**src/owb_pkg.sv**
```systemverilog
// Package for the 1-Wire bus master: field widths, register and mode codes,
// bus phase encoding, timing register set and reset values.
// No dependencies; used by the interfaces and every module in src.
package owb_pkg;

  // Field widths
  localparam int unsigned MODE_WIDTH     = 2;
  localparam int unsigned BYTE_WIDTH     = 8;
  localparam int unsigned REG_WIDTH      = 10;
  localparam int unsigned REG_IDX_WIDTH  = 3;
  localparam int unsigned BIT_IDX_WIDTH  = 3;
  localparam int unsigned COUNT_WIDTH_DEF = 10;

  // Fixed phase lengths in microseconds
  localparam logic [REG_WIDTH-1:0] PRE_HIGH_TIME       = REG_WIDTH'(2);
  localparam logic [REG_WIDTH-1:0] WRITE_RECOVERY_TIME = REG_WIDTH'(1);
  localparam logic [REG_WIDTH-1:0] DEFAULT_PHASE_TIME  = REG_WIDTH'(1);

  // Last bit of a byte
  localparam logic [BIT_IDX_WIDTH-1:0] LAST_BIT = BIT_IDX_WIDTH'(7);

  // Timing register reset values
  localparam logic [REG_WIDTH-1:0] RESET_LOW_RST     = REG_WIDTH'(480);
  localparam logic [REG_WIDTH-1:0] PRESENCE_WAIT_RST = REG_WIDTH'(80);
  localparam logic [REG_WIDTH-1:0] RESET_REC_RST     = REG_WIDTH'(400);
  localparam logic [REG_WIDTH-1:0] WRITE_START_RST   = REG_WIDTH'(5);
  localparam logic [REG_WIDTH-1:0] WRITE_HOLD_RST    = REG_WIDTH'(55);
  localparam logic [REG_WIDTH-1:0] READ_START_RST    = REG_WIDTH'(2);
  localparam logic [REG_WIDTH-1:0] READ_SAMPLE_RST   = REG_WIDTH'(8);
  localparam logic [REG_WIDTH-1:0] READ_TAIL_RST     = REG_WIDTH'(51);

  // Configuration register indexes
  typedef enum logic [REG_IDX_WIDTH-1:0] {
    REG_RESET_LOW     = 3'd0,
    REG_PRESENCE_WAIT = 3'd1,
    REG_RESET_REC     = 3'd2,
    REG_WRITE_START   = 3'd3,
    REG_WRITE_HOLD    = 3'd4,
    REG_READ_START    = 3'd5,
    REG_READ_SAMPLE   = 3'd6,
    REG_READ_TAIL     = 3'd7
  } cfg_reg_t;

  // Item mode codes
  typedef enum logic [MODE_WIDTH-1:0] {
    MODE_TICK  = 2'd0,
    MODE_RESET = 2'd1,
    MODE_WRITE = 2'd2,
    MODE_READ  = 2'd3
  } mode_t;

  // Bus phases
  typedef enum logic [3:0] {
    PH_IDLE      = 4'd0,
    PH_PRE       = 4'd1,
    PH_RST_LOW   = 4'd2,
    PH_PRES_WAIT = 4'd3,
    PH_RST_REC   = 4'd4,
    PH_WR_LOW    = 4'd5,
    PH_WR_DATA   = 4'd6,
    PH_WR_REC    = 4'd7,
    PH_RD_LOW    = 4'd8,
    PH_RD_WAIT   = 4'd9,
    PH_RD_TAIL   = 4'd10
  } phase_t;

  // Timing register set
  typedef struct packed {
    logic [REG_WIDTH-1:0] reset_low_time;
    logic [REG_WIDTH-1:0] presence_wait_time;
    logic [REG_WIDTH-1:0] reset_recovery_time;
    logic [REG_WIDTH-1:0] write_start_time;
    logic [REG_WIDTH-1:0] write_hold_time;
    logic [REG_WIDTH-1:0] read_start_time;
    logic [REG_WIDTH-1:0] read_sample_time;
    logic [REG_WIDTH-1:0] read_tail_time;
  } timing_t;

  // One result item
  typedef struct packed {
    logic                  line_release;
    logic                  busy_res;
    logic                  done_res;
    logic                  presence_level;
    logic [BYTE_WIDTH-1:0] read_byte;
  } result_t;

endpackage

```
**src/owb_in_if.sv**
```systemverilog
// Input item channel of the 1-Wire bus master: valid/ready plus tick fields.
// Depends on owb_pkg.
interface owb_in_if import owb_pkg::*; ();
  logic                  valid;
  logic                  ready;
  logic [MODE_WIDTH-1:0] mode;
  logic [BYTE_WIDTH-1:0] write_byte;
  logic                  line_level;

  modport source (output valid, mode, write_byte, line_level, input ready);
  modport sink   (input valid, mode, write_byte, line_level, output ready);
endinterface

```
**src/owb_out_if.sv**
```systemverilog
// Result item channel of the 1-Wire bus master: valid/ready plus result fields.
// Depends on owb_pkg.
interface owb_out_if import owb_pkg::*; ();
  logic                  valid;
  logic                  ready;
  logic                  line_release;
  logic                  busy_res;
  logic                  done_res;
  logic                  presence_level;
  logic [BYTE_WIDTH-1:0] read_byte;

  modport source (output valid, line_release, busy_res, done_res, presence_level,
                  read_byte, input ready);
  modport sink   (input valid, line_release, busy_res, done_res, presence_level,
                  read_byte, output ready);
endinterface

```
**src/owb_cfg_if.sv**
```systemverilog
// Configuration write channel of the 1-Wire bus master: valid/ready, index, data.
// Depends on owb_pkg.
interface owb_cfg_if import owb_pkg::*; ();
  logic                     valid;
  logic                     ready;
  logic [REG_IDX_WIDTH-1:0] index;
  logic [REG_WIDTH-1:0]     data;

  modport source (output valid, index, data, input ready);
  modport sink   (input valid, index, data, output ready);
endinterface

```
**src/owb_regs.sv**
```systemverilog
// Timing register file of the 1-Wire bus master, written over the config port.
// Depends on owb_pkg.
module owb_regs import owb_pkg::*; (
  input  logic                     clk,
  input  logic                     rst,
  input  logic                     wr_en,
  input  logic [REG_IDX_WIDTH-1:0] wr_index,
  input  logic [REG_WIDTH-1:0]     wr_data,
  output timing_t                  timing
);

  cfg_reg_t reg_sel;
  assign reg_sel = cfg_reg_t'(wr_index);

  // Load reset values, then take writes by index
  always_ff @(posedge clk) begin
    if (rst) begin
      timing.reset_low_time      <= RESET_LOW_RST;
      timing.presence_wait_time  <= PRESENCE_WAIT_RST;
      timing.reset_recovery_time <= RESET_REC_RST;
      timing.write_start_time    <= WRITE_START_RST;
      timing.write_hold_time     <= WRITE_HOLD_RST;
      timing.read_start_time     <= READ_START_RST;
      timing.read_sample_time    <= READ_SAMPLE_RST;
      timing.read_tail_time      <= READ_TAIL_RST;
    end else if (wr_en) begin
      unique case (reg_sel)
        REG_RESET_LOW:     timing.reset_low_time      <= wr_data;
        REG_PRESENCE_WAIT: timing.presence_wait_time  <= wr_data;
        REG_RESET_REC:     timing.reset_recovery_time <= wr_data;
        REG_WRITE_START:   timing.write_start_time    <= wr_data;
        REG_WRITE_HOLD:    timing.write_hold_time     <= wr_data;
        REG_READ_START:    timing.read_start_time     <= wr_data;
        REG_READ_SAMPLE:   timing.read_sample_time    <= wr_data;
        REG_READ_TAIL:     timing.read_tail_time      <= wr_data;
        default:           timing.reset_low_time      <= timing.reset_low_time;
      endcase
    end
  end

endmodule

```
**src/owb_core.sv**
```systemverilog
// Bus phase sequencer of the 1-Wire bus master: one microsecond tick per step,
// phase counter compare, bit shifting and presence/read capture.
// Depends on owb_pkg.
module owb_core import owb_pkg::*; #(
  parameter int unsigned COUNT_WIDTH = COUNT_WIDTH_DEF
) (
  input  logic                  clk,
  input  logic                  rst,
  input  logic                  step,
  input  logic [MODE_WIDTH-1:0] mode,
  input  logic [BYTE_WIDTH-1:0] write_byte,
  input  logic                  line_level,
  input  timing_t               timing,
  output result_t               result
);

  // Width that holds both a register value and the counter limit
  localparam int unsigned LIM_WIDTH = (COUNT_WIDTH > REG_WIDTH) ? COUNT_WIDTH : REG_WIDTH;
  localparam logic [LIM_WIDTH-1:0] COUNT_MAX = LIM_WIDTH'({COUNT_WIDTH{1'b1}});

  phase_t                   phase, phase_next;
  logic [COUNT_WIDTH-1:0]   tick_count, tick_count_next;
  logic [BIT_IDX_WIDTH-1:0] bit_index, bit_index_next;
  logic [BYTE_WIDTH-1:0]    shift_byte, shift_byte_next;
  logic                     presence_flag, presence_flag_next;
  logic [BYTE_WIDTH-1:0]    held_read, held_read_next;

  phase_t                   cur_phase;
  logic [COUNT_WIDTH-1:0]   cur_tick;
  logic [BIT_IDX_WIDTH-1:0] cur_bit;
  logic [BYTE_WIDTH-1:0]    cur_shift;
  logic [REG_WIDTH-1:0]     ph_time;
  logic [REG_WIDTH-1:0]     ph_last_raw;
  logic [LIM_WIDTH-1:0]     ph_last_ext;
  logic [COUNT_WIDTH-1:0]   ph_last;
  logic                     phase_end;
  mode_t                    mode_sel;

  assign mode_sel = mode_t'(mode);

  // Start an operation from idle on the same tick
  always_comb begin
    cur_phase = phase;
    cur_tick  = tick_count;
    cur_bit   = bit_index;
    cur_shift = shift_byte;
    if (phase == PH_IDLE) begin
      cur_tick = '0;
      cur_bit  = '0;
      unique case (mode_sel)
        MODE_RESET: cur_phase = PH_PRE;
        MODE_WRITE: begin
          cur_phase = PH_WR_LOW;
          cur_shift = write_byte;
        end
        MODE_READ: begin
          cur_phase = PH_RD_LOW;
          cur_shift = '0;
        end
        default: cur_phase = PH_IDLE;
      endcase
    end
  end

  // Look up phase length, find the last count, saturate to the counter
  always_comb begin
    unique case (cur_phase)
      PH_PRE:       ph_time = PRE_HIGH_TIME;
      PH_RST_LOW:   ph_time = timing.reset_low_time;
      PH_PRES_WAIT: ph_time = timing.presence_wait_time;
      PH_RST_REC:   ph_time = timing.reset_recovery_time;
      PH_WR_LOW:    ph_time = timing.write_start_time;
      PH_WR_DATA:   ph_time = timing.write_hold_time;
      PH_WR_REC:    ph_time = WRITE_RECOVERY_TIME;
      PH_RD_LOW:    ph_time = timing.read_start_time;
      PH_RD_WAIT:   ph_time = timing.read_sample_time;
      PH_RD_TAIL:   ph_time = timing.read_tail_time;
      default:      ph_time = DEFAULT_PHASE_TIME;
    endcase
    ph_last_raw = (ph_time == '0) ? '0 : ph_time - REG_WIDTH'(1);
    ph_last_ext = LIM_WIDTH'(ph_last_raw);
    if (ph_last_ext > COUNT_MAX) begin
      ph_last_ext = COUNT_MAX;
    end
    ph_last = COUNT_WIDTH'(ph_last_ext);
  end

  assign phase_end = !(cur_tick < ph_last);

  // Next state: advance the counter or move to the next phase
  always_comb begin
    phase_next         = cur_phase;
    tick_count_next    = '0;
    bit_index_next     = cur_bit;
    shift_byte_next    = cur_shift;
    presence_flag_next = presence_flag;
    held_read_next     = held_read;
    if (cur_phase != PH_IDLE) begin
      if (!phase_end) begin
        tick_count_next = cur_tick + COUNT_WIDTH'(1);
      end else begin
        unique case (cur_phase)
          PH_PRE:       phase_next = PH_RST_LOW;
          PH_RST_LOW:   phase_next = PH_PRES_WAIT;
          PH_PRES_WAIT: begin
            presence_flag_next = line_level;
            phase_next         = PH_RST_REC;
          end
          PH_RST_REC:   phase_next = PH_IDLE;
          PH_WR_LOW:    phase_next = PH_WR_DATA;
          PH_WR_DATA:   phase_next = PH_WR_REC;
          PH_WR_REC: begin
            shift_byte_next = {1'b0, cur_shift[BYTE_WIDTH-1:1]};
            if (cur_bit == LAST_BIT) begin
              phase_next     = PH_IDLE;
              bit_index_next = '0;
            end else begin
              phase_next     = PH_WR_LOW;
              bit_index_next = cur_bit + BIT_IDX_WIDTH'(1);
            end
          end
          PH_RD_LOW:    phase_next = PH_RD_WAIT;
          PH_RD_WAIT: begin
            shift_byte_next = {line_level, cur_shift[BYTE_WIDTH-1:1]};
            phase_next      = PH_RD_TAIL;
          end
          PH_RD_TAIL: begin
            if (cur_bit == LAST_BIT) begin
              held_read_next = cur_shift;
              phase_next     = PH_IDLE;
              bit_index_next = '0;
            end else begin
              phase_next     = PH_RD_LOW;
              bit_index_next = cur_bit + BIT_IDX_WIDTH'(1);
            end
          end
          default:      phase_next = PH_IDLE;
        endcase
      end
    end
  end

  // Outputs: line drive, busy, done and the held samples
  always_comb begin
    result.busy_res       = (cur_phase != PH_IDLE);
    result.presence_level = presence_flag_next;
    result.read_byte      = held_read_next;
    result.done_res       = 1'b0;
    unique case (cur_phase)
      PH_RST_LOW, PH_WR_LOW, PH_RD_LOW: result.line_release = 1'b0;
      PH_WR_DATA:                       result.line_release = cur_shift[0];
      default:                          result.line_release = 1'b1;
    endcase
    if (phase_end) begin
      unique case (cur_phase)
        PH_RST_REC:            result.done_res = 1'b1;
        PH_WR_REC, PH_RD_TAIL: result.done_res = (cur_bit == LAST_BIT);
        default:               result.done_res = 1'b0;
      endcase
    end
  end

  // Commit state once per accepted item
  always_ff @(posedge clk) begin
    if (rst) begin
      phase         <= PH_IDLE;
      tick_count    <= '0;
      bit_index     <= '0;
      shift_byte    <= '0;
      presence_flag <= 1'b1;
      held_read     <= '0;
    end else if (step) begin
      phase         <= phase_next;
      tick_count    <= tick_count_next;
      bit_index     <= bit_index_next;
      shift_byte    <= shift_byte_next;
      presence_flag <= presence_flag_next;
      held_read     <= held_read_next;
    end
  end

endmodule

```
**src/one_wire_bus_master.sv**
```systemverilog
// Top level of the 1-Wire bus master: channel handshakes, result register,
// timing register file and phase sequencer. Depends on owb_pkg, the owb
// interfaces, owb_regs and owb_core.
//
//   channel     dir  handshake     payload
//   item_in     in   valid/ready   mode, write_byte, line_level
//   result_out  out  valid/ready   line_release, busy_res, done_res,
//                                  presence_level, read_byte
//   cfg         in   valid/ready   index, data (always ready)
//
// One item per cycle unless a stalled consumer holds input back: each item is
// one microsecond tick, worked in a single pass of the phase counter compare
// and captured in the result register, shown in the cycle after its acceptance.
// Input ready is high while the result register is empty or being taken,
// so a stalled consumer holds input back without losing a result.
// Reset (rst, synchronous) leaves the bus idle and released, timing
// registers at their defaults and the result register empty.
module one_wire_bus_master import owb_pkg::*; #(
  parameter int unsigned COUNT_WIDTH = COUNT_WIDTH_DEF
) (
  input  logic      clk,
  input  logic      rst,
  owb_in_if.sink    item_in,
  owb_out_if.source result_out,
  owb_cfg_if.sink   cfg
);

  timing_t timing;
  result_t result;
  result_t out_data;
  logic    out_valid;
  logic    accept;

  assign cfg.ready     = 1'b1;
  assign item_in.ready = !out_valid || result_out.ready;
  assign accept        = item_in.valid && item_in.ready;

  owb_regs u_regs (
    .clk      (clk),
    .rst      (rst),
    .wr_en    (cfg.valid && cfg.ready),
    .wr_index (cfg.index),
    .wr_data  (cfg.data),
    .timing   (timing)
  );

  owb_core #(
    .COUNT_WIDTH (COUNT_WIDTH)
  ) u_core (
    .clk        (clk),
    .rst        (rst),
    .step       (accept),
    .mode       (item_in.mode),
    .write_byte (item_in.write_byte),
    .line_level (item_in.line_level),
    .timing     (timing),
    .result     (result)
  );

  // Hold the result until taken; load a new one on each accepted item
  always_ff @(posedge clk) begin
    if (rst) begin
      out_valid <= 1'b0;
    end else if (accept) begin
      out_valid <= 1'b1;
    end else if (result_out.ready) begin
      out_valid <= 1'b0;
    end
  end

  always_ff @(posedge clk) begin
    if (accept) begin
      out_data <= result;
    end
  end

  assign result_out.valid          = out_valid;
  assign result_out.line_release   = out_data.line_release;
  assign result_out.busy_res       = out_data.busy_res;
  assign result_out.done_res       = out_data.done_res;
  assign result_out.presence_level = out_data.presence_level;
  assign result_out.read_byte      = out_data.read_byte;

endmodule

```
**src/flat_wrapper.sv**
```systemverilog
// flat-port wrapper written by rule: the top's interface ports become plain ports
module one_wire_bus_master_flat import owb_pkg::*;
#(
  parameter int unsigned COUNT_WIDTH = COUNT_WIDTH_DEF
)
  (clk, rst, item_in_valid, item_in_mode, item_in_write_byte, item_in_line_level, item_in_ready, result_out_valid, result_out_line_release, result_out_busy_res, result_out_done_res, result_out_presence_level, result_out_read_byte, result_out_ready, cfg_valid, cfg_index, cfg_data, cfg_ready);
  owb_in_if item_in_i ();
  owb_out_if result_out_i ();
  owb_cfg_if cfg_i ();
  input  logic clk;
  input  logic rst;
  input wire logic [$bits(item_in_i.valid)-1:0] item_in_valid;
  input wire logic [$bits(item_in_i.mode)-1:0] item_in_mode;
  input wire logic [$bits(item_in_i.write_byte)-1:0] item_in_write_byte;
  input wire logic [$bits(item_in_i.line_level)-1:0] item_in_line_level;
  output wire logic [$bits(item_in_i.ready)-1:0] item_in_ready;
  output wire logic [$bits(result_out_i.valid)-1:0] result_out_valid;
  output wire logic [$bits(result_out_i.line_release)-1:0] result_out_line_release;
  output wire logic [$bits(result_out_i.busy_res)-1:0] result_out_busy_res;
  output wire logic [$bits(result_out_i.done_res)-1:0] result_out_done_res;
  output wire logic [$bits(result_out_i.presence_level)-1:0] result_out_presence_level;
  output wire logic [$bits(result_out_i.read_byte)-1:0] result_out_read_byte;
  input wire logic [$bits(result_out_i.ready)-1:0] result_out_ready;
  input wire logic [$bits(cfg_i.valid)-1:0] cfg_valid;
  input wire logic [$bits(cfg_i.index)-1:0] cfg_index;
  input wire logic [$bits(cfg_i.data)-1:0] cfg_data;
  output wire logic [$bits(cfg_i.ready)-1:0] cfg_ready;
  assign item_in_i.valid = item_in_valid;
  assign item_in_i.mode = item_in_mode;
  assign item_in_i.write_byte = item_in_write_byte;
  assign item_in_i.line_level = item_in_line_level;
  assign item_in_ready = item_in_i.ready;
  assign result_out_valid = result_out_i.valid;
  assign result_out_line_release = result_out_i.line_release;
  assign result_out_busy_res = result_out_i.busy_res;
  assign result_out_done_res = result_out_i.done_res;
  assign result_out_presence_level = result_out_i.presence_level;
  assign result_out_read_byte = result_out_i.read_byte;
  assign result_out_i.ready = result_out_ready;
  assign cfg_i.valid = cfg_valid;
  assign cfg_i.index = cfg_index;
  assign cfg_i.data = cfg_data;
  assign cfg_ready = cfg_i.ready;
  one_wire_bus_master #(.COUNT_WIDTH(COUNT_WIDTH)) u_core (.clk(clk), .rst(rst), .item_in(item_in_i), .result_out(result_out_i), .cfg(cfg_i));
endmodule
```
**config.mk**
```make
export PLATFORM = sky130hd
export DESIGN_NAME = one_wire_bus_master_flat
export DESIGN_NICKNAME = d
export VERILOG_FILES = /design/src/owb_pkg.sv /design/src/owb_in_if.sv /design/src/owb_out_if.sv /design/src/owb_cfg_if.sv /design/src/owb_regs.sv /design/src/owb_core.sv /design/src/one_wire_bus_master.sv /design/src/flat_wrapper.sv
export SDC_FILE = /design/constraint.sdc
export NUM_CORES = 1
export LEC_CHECK = 0
export BUFFER_PORTS_ARGS = -buffer_cell sky130_fd_sc_hd__buf_2
export CAP_MARGIN = 10
export CORE_MARGIN = 2
export CORE_UTILIZATION = 25
export CTS_BUF_LIST = sky130_fd_sc_hd__clkbuf_16
export DETAILED_ROUTE_END_ITERATION = 16
export HOLD_SLACK_MARGIN = 0.05
export PLACE_DENSITY = 0.39
export RECOVER_POWER = 100
export SLEW_MARGIN = 40
export SYNTH_ARGS = -nofsm -noshare
export SYNTH_HDL_FRONTEND = slang
export SYNTH_SLANG_ARGS = --single-unit
```
**constraint.sdc**
```tcl
create_clock -name clk -period 5.93 [get_ports clk]
set_input_delay 0.593 -clock clk [delete_from_list [all_inputs] [get_ports clk]]
set_output_delay 0.593 -clock clk [all_outputs]
set_load 0.1 [all_outputs]
```
==> qor.yml, run 1 <==
holdPathStages: 3
antenna_cells: 0
core_area_mm2: 0.0270
slowest_stage: "dfxtp_1"
violations: "capacitance limit, slew limit"
synth_edf_count: 12
synthXorXnorAreaFrac: 0.0153
die_x_um: 170
fin_crit_ps: 5550
crit_path_start_kind: "register"
rows: 60
multiInputGateArea_mm2: 0.00389
antenna_found_initial: 0
rr_worst_depth: 21
worst_slew_pin_slew_ps: 3010
dr_total_vias: 6099
p_leak_nw: 3.04
yosysTopAreaCell: "dfxtp_1"
wirelength_um: 23400
clockBufferDepth: 2
grt_pass1_vias: 6154
ir_drop_v: 0.000184
fp.dieArea_mm2: 0.0288
critical_path_arrival_ps: 5720
cpPeakStageDelay_ps: 740
yosysUniqueCellTypes: 76
register_area_mm2: 0.00266
tns_ps: 0
synthMuxAreaShare: 0.0621
fp.dieH_um: 170
fin_crit_sh: 0.937
synth_commonest_cells: "nand2_1 (185), dfxtp_1 (115), a21oi_1 (78)"
synth_top_area_frac: 0.336
setup_viol_count_final: 0
cts.sinks: 127
hold_start: "item_in_valid"
grt_overflow: 0
finalHoldViolCount: 0
grt_pass1_wl_um: 37000
post_cts_buffers: 0
hp-class: "in -> reg"
status: "finished, violations left"
synth_top_family_by_area: "simple AND/OR/NAND/NOR gates"
synthAdderAreaFrac: 0.0292
syn_area_mm2: 0.00685
fill_cells: 2878
rsz0062_at_grt: "false"
r2r-start: "u_core.u_core.phase[1]"
synth-simple-area-share: 0.257
numCtsBuffers: 17
cts_root_buf: "clkbuf_16"
synthesis.nets: 877
fin_nets: 925
synthCells: 832
slew_violations: 130
drc_errors: 0
place.detailed.hpwl_um: 16400
ys_ff_latch: 127
cp_max_fo: 16
critPathRequiredTime_ps: 6100
ant_nets: 0
place.port_buffers: 42
holdPathEnd: "u_core.result_out.valid"
cts.clk_slew.worst_paths_ps: 60
cts_tree: "built"
htree_levels: 4
crit_chain: "buf_4, nand2b_1, o32ai_4, a22o_1, nor3_1, and2_0, ha_1, nand3_2, nor4bb_1, nand3b_1, o21a_1, ha_1, and2_1, nand3_1, nor2_1, and2_1, nor4b_4, nor3_4, nor3_4, buf_2, mux2_2"
endpoint_kind: "register"
drtIter0Drc: 365
wire_per_inst_um: 18.9
cap_violations: 3
drive_above_1_share: 0.153
crit_type: "reg -> reg"
synthFlopType: "dfxtp_1"
routabilityCongestion: 0.800
rr_endpoint: "u_core.result_out.read_byte[7]"
areaGrowthSynthToFinish_pct: 18.2
max_slew_margin: -1.01
ys_seq_area_frac: 0.389
yosysMostFrequentCell: "nand2_1"
async_reset_ff_frac: 0
first_pass_iters: 5
synth_area_leaders: "dfxtp_1 (34%), nand2_1 (10%), a21oi_1 (5.7%), edfxtp_1 (5.3%), nand3_1 (3.4%)"
num_io_pins: 44
max_freq_mhz: 180
synth-compound-area-share: 0.202
total_power_w: 0.00313
start_util: 0.254
power_density_mw_per_mm2: 386
insertion_delay_ps: 420
vias_per_cell: 4.94
r2r_slack_ps: 380
syn_avg_cell_area_um2: 8.24
grt_max_degree: 60
clock_skew_ps: 12.4
yosysWarningCount: 0
grt_use_total: 0.168
[cell type report]
class | count | share of cell area
clock buffers | 17 | 0.0525
flip-flops and latches | 127 | 0.329
repair buffers | 84 | 0.0605
clock inverters | 15 | 0.0193
multi-input cells | 637 | 0.480
well taps | 341 | 0.0527
inverters | 13 | 0.00602
[cells in the final DEF (no fill, tap or decap), types with 7 or more instances in the layout]
master / netlist / routed
o211ai_1: 10 / 10
nor3_1: 10 / 9
a32oi_1: 8 / 8
buf_2: 5 / 28
dfxtp_1: 115 / 114
nand2b_1: 11 / 11
inv_1: 10 / 11
mux2i_1: 23 / 23
a31oi_1: 7 / 7
edfxtp_1: 12 / 12
nand2_1: 185 / 185
nand4_1: 10 / 10
ha_1: 16 / 16
nand3_1: 47 / 47
nor2_1: 49 / 45
o21ai_0: 15 / 16
mux2_2: 16 / 16
clkbuf_16: 0 / 17
a21oi_1: 78 / 78
a22o_1: 22 / 22
nor2b_1: 7 / 7
buf_4: 5 / 32
a22oi_1: 8 / 8
xnor2_1: 7 / 7
and2_1: 18 / 17
clkbuf_1: 28 / 20
[metal layers]
metal	wire, um	vias to the layer above	global-route usage	part of all wire
met1	11400	2946	0.228	0.49
li1	-	3060	-	-
met4	159	0	0.0379	0.0068
met5	0	-	0	0
met2	11200	84	0.282	0.48
met3	638	9	0.0261	0.027
[power by group]
group	total, W	internal, W	switching, W
logic	0.00112	0.000384	0.000737
registers	0.000952	0.000910	0.0000420
clock network	0.00105	0.000625	0.000429
total	0.00313	0.00192	0.00121
[state kept, by name, summed over array words and instances, names as in the netlist]
name and flops:
u_core.u_core.phase 4, u_core.result_out.done_res 1, u_core.u_regs.timing 80, u_core.result_out.busy_res 1, u_core.u_core.tick_count 10, u_core.result_out.presence_level 1, u_core.u_core.presence_flag 1, u_core.result_out.line_release 1
u_core.u_core.shift_byte 8, u_core.u_core.bit_index 3, u_core.u_core.held_read 8, u_core.result_out.read_byte 8, u_core.result_out.valid 1
[kinds of logic after synthesis]
group | after synthesis
AO/OA/AOI/OAI | 198
other | 1
multiplexers | 40
XOR/XNOR | 12
flip-flops | 127
adder cells (fa/ha/maj) | 16
buffers and inverters | 68
AND/OR/NAND/NOR | 370
[critical path: cells and delay by family (launching register included)]
| family | cells | cell delay [ps] |
|---|---|---|
| AOI/OAI and AO/OA | 3 | 560 |
| adders and majority gates | 2 | 450 |
| buffers and inverters | 2 | 540 |
| DFF | 1 | 740 |
| muxes | 1 | 370 |
| and+or+nand+nor | 13 | 2640 |
[timing repair]
action | 4_1_cts | 5_1_grt
resized for setup | 0 | 2
setup endpoints to repair | 0 | 4
hold buffers | 0 | 0
[worst max path at each step]
stage	start	cells after the start	slack [ps]	endpoint
final	u_core.u_core.phase[1]	21	380	u_core.result_out.read_byte[7]
after global routing	u_core.u_core.phase[1]	19	10	u_core.u_core.bit_index[0]
after CTS	u_core.u_core.phase[0]	19	400	u_core.result_out.presence_level
after detailed placement	item_in_mode[0]	22	70	u_core.result_out.presence_level
after global placement	item_in_mode[0]	22	100	u_core.result_out.presence_level
after floorplan	item_in_mode[0]	22	660	u_core.result_out.presence_level
[per-stage QoR]
step	util	setup slack (ps)	instance area (um^2)	instances	hold WS, ps
after floorplan	-	660	6850	832	432
after global placement	0.280	100	7560	1202	442
after detailed placement	0.281	68.9	7570	1202	447
after CTS	0.302	405	8150	1234	403
after global routing	0.301	13.9	8100	1234	416
final	0.301	376	8100	1234	422
Note: power is estimated with default switching activity, not from simulation.
==> run 2: changes to the inputs <==
CORE_ASPECT_RATIO = 1.5   (was default)
CORE_UTILIZATION = 45   (was 25)
PLACE_DENSITY = 0.61   (was 0.39)
==> run 2 against run 1 <==
The flow still finishes with violations (capacitance limit, slew limit). First-iteration DRC count decreased by 6.3%. Sequential share of layout area is 1.5 points higher. Combinational power is 5% lower. Flip-flop and latch count unchanged. Critical path depth shrank 1. Die area fell by 43%. Design area fell by 4.4%. Critical endpoint is now u_core.result_out.read_byte[0]. Maximum frequency is 0.78% higher.
==> qor.yml, run 2 (synthesized netlist as in run 1, its figures left out) <==
setup_viol_count_final: 0  # unchanged
num_io_pins: 44  # unchanged
p_clk_frac: 0.333  # -0.004
rr_worst_depth: 20  # -4.8%
finalHoldViolCount: 0  # unchanged
first_pass_iters: 5  # unchanged
place.port_buffers: 42  # unchanged
endpoint_kind: "register"
clockBufferDepth: 2  # unchanged
max_slew_margin: -0.437  # +0.571
swShare: 0.380  # -0.00639
grt_overflow: 0  # unchanged
drive_above_1_share: 0.129  # -0.0240
dr_total_vias: 6369  # +4.4%
drtIter0Drc: 342  # -6.3%
critical_path_arrival_ps: 5680  # -40 ps
setup_slack_ps: 418  # +42.8 ps
r2r-start: "u_core.u_core.phase[3]"
cap_violations: 1  # -2
cp_max_fo: 15  # -1
cts_root_buf: "clkbuf_16"
rows: 55  # -8.3%
grt_pass1_vias: 6223  # +1.1%
fin_crit_sh: 0.929  # -0.00721
drc_errors: 0  # unchanged
die_x_um: 105  # -38%
clock_skew_ps: 9.13  # -3.26 ps
areaGrowthSynthToFinish_pct: 13.0
p_int_w: 0.00188  # -2.3%
start_util: 0.457  # +0.203
fp.dieArea_mm2: 0.0163  # -43%
layoutNonFillerInstCount: 1072  # -13%
post-place-ws_ps: 66.7  # -2.18 ps
crit_path_start_kind: "register"
p_leak_nw: 2.93  # -3.7%
violations: "capacitance limit, slew limit"
wirelength_um: 21000  # -9.9%
mostFrequentLayoutCells: "nand2_1 (185), dfxtp_1 (112), a21oi_1 (78)"
fin_crit_ps: 5510  # -42.8 ps
slew_violations: 11  # -92%
post_cts_buffers: 0  # unchanged
fill_cells: 1501  # -48%
cts_tree: "built"
hold_start: "item_in_valid"
rr_endpoint: "u_core.result_out.read_byte[0]"
cts.clk_slew.worst_paths_ps: 60  # about the same
grt_max_degree: 91  # +52%
vias_per_cell: 5.94  # +20%
crit_type: "reg -> reg"
max_freq_mhz: 181  # +0.78%
ant_nets: 0  # unchanged
largest_reg_flops: 80  # unchanged
regMostFlops: "u_core.u_regs.timing"
critPathRequiredTime_ps: 6100  # about the same
final_common_cell: "nand2_1"
htree_levels: 4  # unchanged
status: "finished, violations left"
fp.dieH_um: 155  # -8.5%
dp_cells: 1040  # -13%
fin_nets: 905  # -2.2%
p_sw_w: 0.00115  # -4.9%
rsz0062_at_grt: "false"
power_density_mw_per_mm2: 390  # +1.2%
p_seq_frac: 0.315  # +0.011
ir_drop_v: 0.000156  # -15%
hp-class: "in -> reg"
cp-endpoint: "u_core.result_out.read_byte[0]"
crit_start: "u_core.u_core.phase[3]"
r2r_slack_ps: 420  # +40 ps
reg.largest.list: "u_core.u_regs.timing (80), u_core.u_core.tick_count (10)"
grt_pass1_wl_um: 32700  # -12%
wire_per_inst_um: 19.6  # +3.7%
cts.sinks: 127  # unchanged
place.detailed.hpwl_um: 15000  # -8.6%
core_area_mm2: 0.0150  # -44%
routabilityCongestion: 0.903  # +13%
antenna_found_initial: 0  # unchanged
tns_ps: 0  # unchanged
numCtsBuffers: 17  # unchanged
insertion_delay_ps: 420  # about the same
worst_slew_pin_slew_ps: 2140  # -873 ps
combPwrFrac: 0.352  # -0.007
holdPathStages: 3  # unchanged
antenna_cells: 0  # unchanged
grt_use_total: 0.257  # +0.0887
==> run 2: critical path, cell delays in order, from the launching register on <==
cell and delay [ps]:
dfxtp_2 540, buf_4 240, mux2_2 360, a21oi_1 180, o21ai_0 170, nor3_1 390
and2_0 190, ha_1 200, nand3_2 140, nor4bb_1 430, nand3b_1 130, o21a_1 130
ha_1 260, and2_1 160, nand3_1 90, nor2_1 180, and2_1 220, nor4b_4 310
nor3_4 100, nor3_4 440, mux2_2 400
==> run 2: per-stage QoR <==
step                      utilization  area (um^2)  hold slack (ps)  total power, W
after detailed placement        0.482         7230              447         0.00202
final                           0.516         7750              421         0.00302
after global routing            0.516         7750              436         0.00316
after CTS                       0.520         7800              407         0.00303
after global placement          0.481         7220              442         0.00200
after floorplan                     -         6850              432         0.00174
==> run 2: metal layers <==
metal | vias up | global-route usage | routed length, um
met4 | 0 | 0.145 | 1020
met2 | 230 | 0.480 | 11100
li1 | 3029 | - | -
met5 | - | 0 | 0
met3 | 62 | 0.0494 | 1020
met1 | 3048 | 0.266 | 7900
==> run 2: worst min path at each step <==
stage                     slack [ps]                       end
after floorplan                  430  u_core.u_regs.timing[28]
after global placement           440  u_core.u_regs.timing[67]
after detailed placement         450  u_core.u_regs.timing[61]
after CTS                        410   u_core.result_out.valid
after global routing             440   u_core.result_out.valid
final                            420   u_core.result_out.valid
==> run 2: area by class of cell <==
type	instances	area, um^2	area share
Sequential cell	127	2670	0.344
Tap cell	199	249	0.0321
Clock inverter	15	141	0.0183
Inverter	13	50.0	0.00646
Clock buffer	17	425	0.0549
Timing Repair Buffer	64	344	0.0444
Multi-Input combinational cell	637	3870	0.500
==> run 2: what timing repair did <==
action	4_1_cts	5_1_grt
resized for setup	0	2
hold buffers	0	0
setup endpoints to repair	0	21
==> run 2: power groups by stage <==
| stage | Combinational (W) | Sequential, W | Clock, W |
|---|---|---|---|
| finish | 0.00106 | 0.000953 | 0.00101 |
| global route | 0.00114 | 0.000957 | 0.00106 |
| CTS | 0.00106 | 0.000951 | 0.00102 |
| detailed placement | 0.00105 | 0.000969 | 0 |
| global placement | 0.00103 | 0.000968 | 0 |
| floorplan | 0.000722 | 0.00101 | 0 |
==> run 3: changes to the inputs <==
SYNTH_HIERARCHICAL = 1   (was default)
==> run 3 against run 2 <==
The run still ends with capacitance limit, slew limit left. Maximum frequency rose by 1.8%. Setup slack better by 96 ps. Clock skew rose by 11 ps. Global-route usage fell by 3.0 points. Critical path type unchanged. Largest cell class unchanged. Largest power group unchanged.
==> qor.yml, run 3 <==
cts.clk_slew.worst_paths_ps: 60  # about the same
cts_tree: "built"
synthXorXnorAreaFrac: 0.00855  # -0.00679
place.port_buffers: 42  # unchanged
grt_pass1_vias: 5810  # -6.6%
drc_errors: 0  # unchanged
wirelength_um: 18900  # -10%
fin_crit_ps: 5420  # -96.2 ps
ant_nets: 0  # unchanged
cts_root_buf: "clkbuf_16"
cp_common_cell: "ha_1"
grt_pass1_wl_um: 30100  # -7.8%
rr_endpoint: "u_core/result_out.read_byte[7]"
synthMuxAreaShare: 0.164  # +0.102
vias_per_cell: 5.69  # -4.3%
reg.largest.list: "u_core/u_regs/timing (80), u_core/u_core/tick_count (10)"
cp_max_fo: 14  # -1
num_io_pins: 44  # unchanged
rsz0062_at_grt: "false"
critPathRequiredTime_ps: 6090  # about the same
place.detailed.hpwl_um: 13600  # -9.3%
crit_path_start_kind: "register"
synthAdderAreaFrac: 0.0279  # -0.00129
endpoint_kind: "register"
fin_crit_sh: 0.913  # -0.0162
synth_top_family_by_area: "simple AND/OR/NAND/NOR gates"
insertion_delay_ps: 420  # about the same
grt_use_total: 0.227  # -0.0296
max_slew_margin: -0.759  # -0.322
yosysTopAreaCell: "dfxtp_1"
first_pass_iters: 6  # +1
ctsHoldBuffers: 0  # unchanged
rows: 56  # +1.8%
routabilityCongestion: 0.883  # -2.3%
yosysMostFrequentCell: "dfxtp_1"
power_density_mw_per_mm2: 451  # +16%
r2r_slack_ps: 510  # +100 ps
r2r-start: "u_core/u_core/phase[1]"
synth-simple-area-share: 0.227  # -0.0297
wire_per_inst_um: 18.6  # -5.0%
largest_reg_flops: 80  # unchanged
synthesis.nets: 815  # -7.1%
critical_path_arrival_ps: 5580  # -100 ps
holdPathStages: 3  # unchanged
setup_slack_ps: 515  # +96.2 ps
synth-compound-area-share: 0.142  # -0.0600
crit_chain: "or4b_2, a211oi_2, o32a_1, a21boi_2, ha_1, nand4_4, or3_1, nand2_1, ha_1, a2111oi_0, o21ai_0, o211ai_1, a21oi_1, nor3_1, o311ai_1, nand2_2, nor2_2, mux2_2"
worst_slew_pin_slew_ps: 2640  # +499 ps
antenna_cells: 0  # unchanged
async_reset_ff_frac: 0  # unchanged
cts.sinks: 127  # unchanged
start_util: 0.459  # +0.00204
dr_total_vias: 5759  # -9.6%
status: "finished, violations left"
fp.dieH_um: 159  # +2.2%
holdPathEnd: "u_core/result_out.valid"
setup_viol_count_final: 0  # unchanged
post-place-ws_ps: 134  # +66.9 ps
fp.dieArea_mm2: 0.0170  # +4.5%
fin_nets: 842  # -7.0%
cap_violations: 1  # unchanged
ir_drop_v: 0.000240  # +54%
syn_avg_cell_area_um2: 9.31  # +13%
slew_violations: 78  # +67
cpPeakStageDelay_ps: 750  # +210 ps
synthFlopType: "dfxtp_1"
fill_cells: 1462  # -2.6%
rr_worst_depth: 18  # -10%
ys_ff_latch: 127  # unchanged
post_cts_resized: 0  # unchanged
synth_area_leaders: "dfxtp_1 (32%), mux2i_1 (16%), nand2b_1 (6.5%), edfxtp_1 (5.0%), nor2_1 (3.5%)"
p_leak_nw: 3.29  # +12%
numCtsBuffers: 17  # unchanged
htree_levels: 4  # unchanged
areaGrowthSynthToFinish_pct: 11.7
regMostFlops: "u_core/u_regs/timing"
grt_max_degree: 100  # +9.9%
mostFrequentLayoutCells: "dfxtp_1 (114), mux2i_1 (112), nand2b_1 (74)"
synth_top_area_frac: 0.321  # -0.0148
max_freq_mhz: 185  # +1.8%
finalHoldViolCount: 0  # unchanged
die_x_um: 107  # +2.2%
tns_ps: 0  # unchanged
yosysWarningCount: 6  # +6
post_cts_buffers: 0  # unchanged
syn_area_mm2: 0.00717  # +4.6%
ys_seq_area_frac: 0.371  # -0.0172
hold_start: "item_in_valid"
clock_skew_ps: 19.7  # +10.6 ps
drive_above_1_share: 0.132  # +0.00266
violations: "capacitance limit, slew limit"
crit_type: "reg -> reg"
synth_commonest_cells: "dfxtp_1 (115), mux2i_1 (112), nand2b_1 (74)"
synthCells: 770  # -7.5%
drtIter0Drc: 267  # -22%
antenna_found_initial: 0  # unchanged
yosysUniqueCellTypes: 87  # +14%
hp-class: "in -> reg"
core_area_mm2: 0.0156  # +4.2%
final_common_cell: "dfxtp_1"
synth_edf_count: 12  # unchanged
clockBufferDepth: 2  # unchanged
slowest_stage: "or4b_2"
grt_overflow: 0  # unchanged
run 3: cell count changes in the layout (fill, tap and decap cells not counted), sizes merged, moves of 14 or more:
cell	previous run	this run
a21oi	79	29
inv	14	28
mux2i	23	112
nand2	185	49
nand2b	11	75
nand3	49	12
nor2	50	67
run 3: worst max-delay path: cells and delay by family, from the launching register on:
family                     cells  cell delay [ps]
DFF                            1              480
AOI/OAI and AO/OA              8             1710
and+or+nand+nor                7             2150
muxes                          1              300
adders and majority gates      2              520
run 3: cell type report:
cell class	instances	area, um^2	area share
Clock buffer	17	425	0.0531
Inverter	24	90.1	0.0113
Tap cell	203	254	0.0317
Timing Repair Buffer	65	362	0.0452
Clock inverter	15	129	0.0161
Multi-Input combinational cell	562	4080	0.510
Sequential cell	127	2660	0.333
run 3: where the power goes:
group | internal, W | switching (W) | total, W
clock | 0.000608 | 0.000381 | 0.000989
sequential | 0.000914 | 0.0000604 | 0.000975
combinational | 0.000602 | 0.00105 | 0.00165
total | 0.00212 | 0.00149 | 0.00361
run 3: cells by family after synthesis:
| kind of cell | Yosys count |
|---|---|
| AND/OR/NAND/NOR | 286 |
| AO/OA/AOI/OAI | 135 |
| flip-flops | 127 |
| multiplexers | 117 |
| buffers and inverters | 81 |
| adder cells (fa/ha/maj) | 16 |
| XOR/XNOR | 7 |
| other | 1 |
run 3: worst max path at each step:
| stage | slack [ps] | start | cells past startpoint | to |
|---|---|---|---|---|
| floorplan | 330 | item_in_mode[0] | 24 | u_core/result_out.presence_level |
| detailed placement | 130 | item_in_mode[0] | 22 | u_core/u_core/shift_byte[5] |
| global route | 60 | item_in_mode[0] | 21 | u_core/result_out.read_byte[0] |
| CTS | 490 | u_core/u_core/phase[3] | 19 | u_core/u_core/shift_byte[1] |
| finish | 510 | u_core/u_core/phase[1] | 18 | u_core/result_out.read_byte[7] |
| global placement | 230 | item_in_mode[0] | 22 | u_core/u_core/shift_byte[0] |
run 3: stage by stage:
stage	power (W)	instances	cell area, um^2	hold slack [ps]	util
final	0.00361	1013	8010	456	0.512
after global routing	0.00382	1013	8010	460	0.512
after floorplan	0.00224	770	7170	441	-
after global placement	0.00261	977	7470	449	0.478
after detailed placement	0.00264	980	7500	463	0.480
after CTS	0.00364	1012	8060	433	0.516
run 3: layer usage:
metal  share of wire  global-route usage  wire (um)  vias to the layer above
met5               0                   0          0                        -
met4           0.033               0.103        620                        0
met3           0.028              0.0278        532                       41
met2            0.54               0.435      10100                      123
met1            0.40               0.246       7600                     2783
li1                -                   -          -                     2812
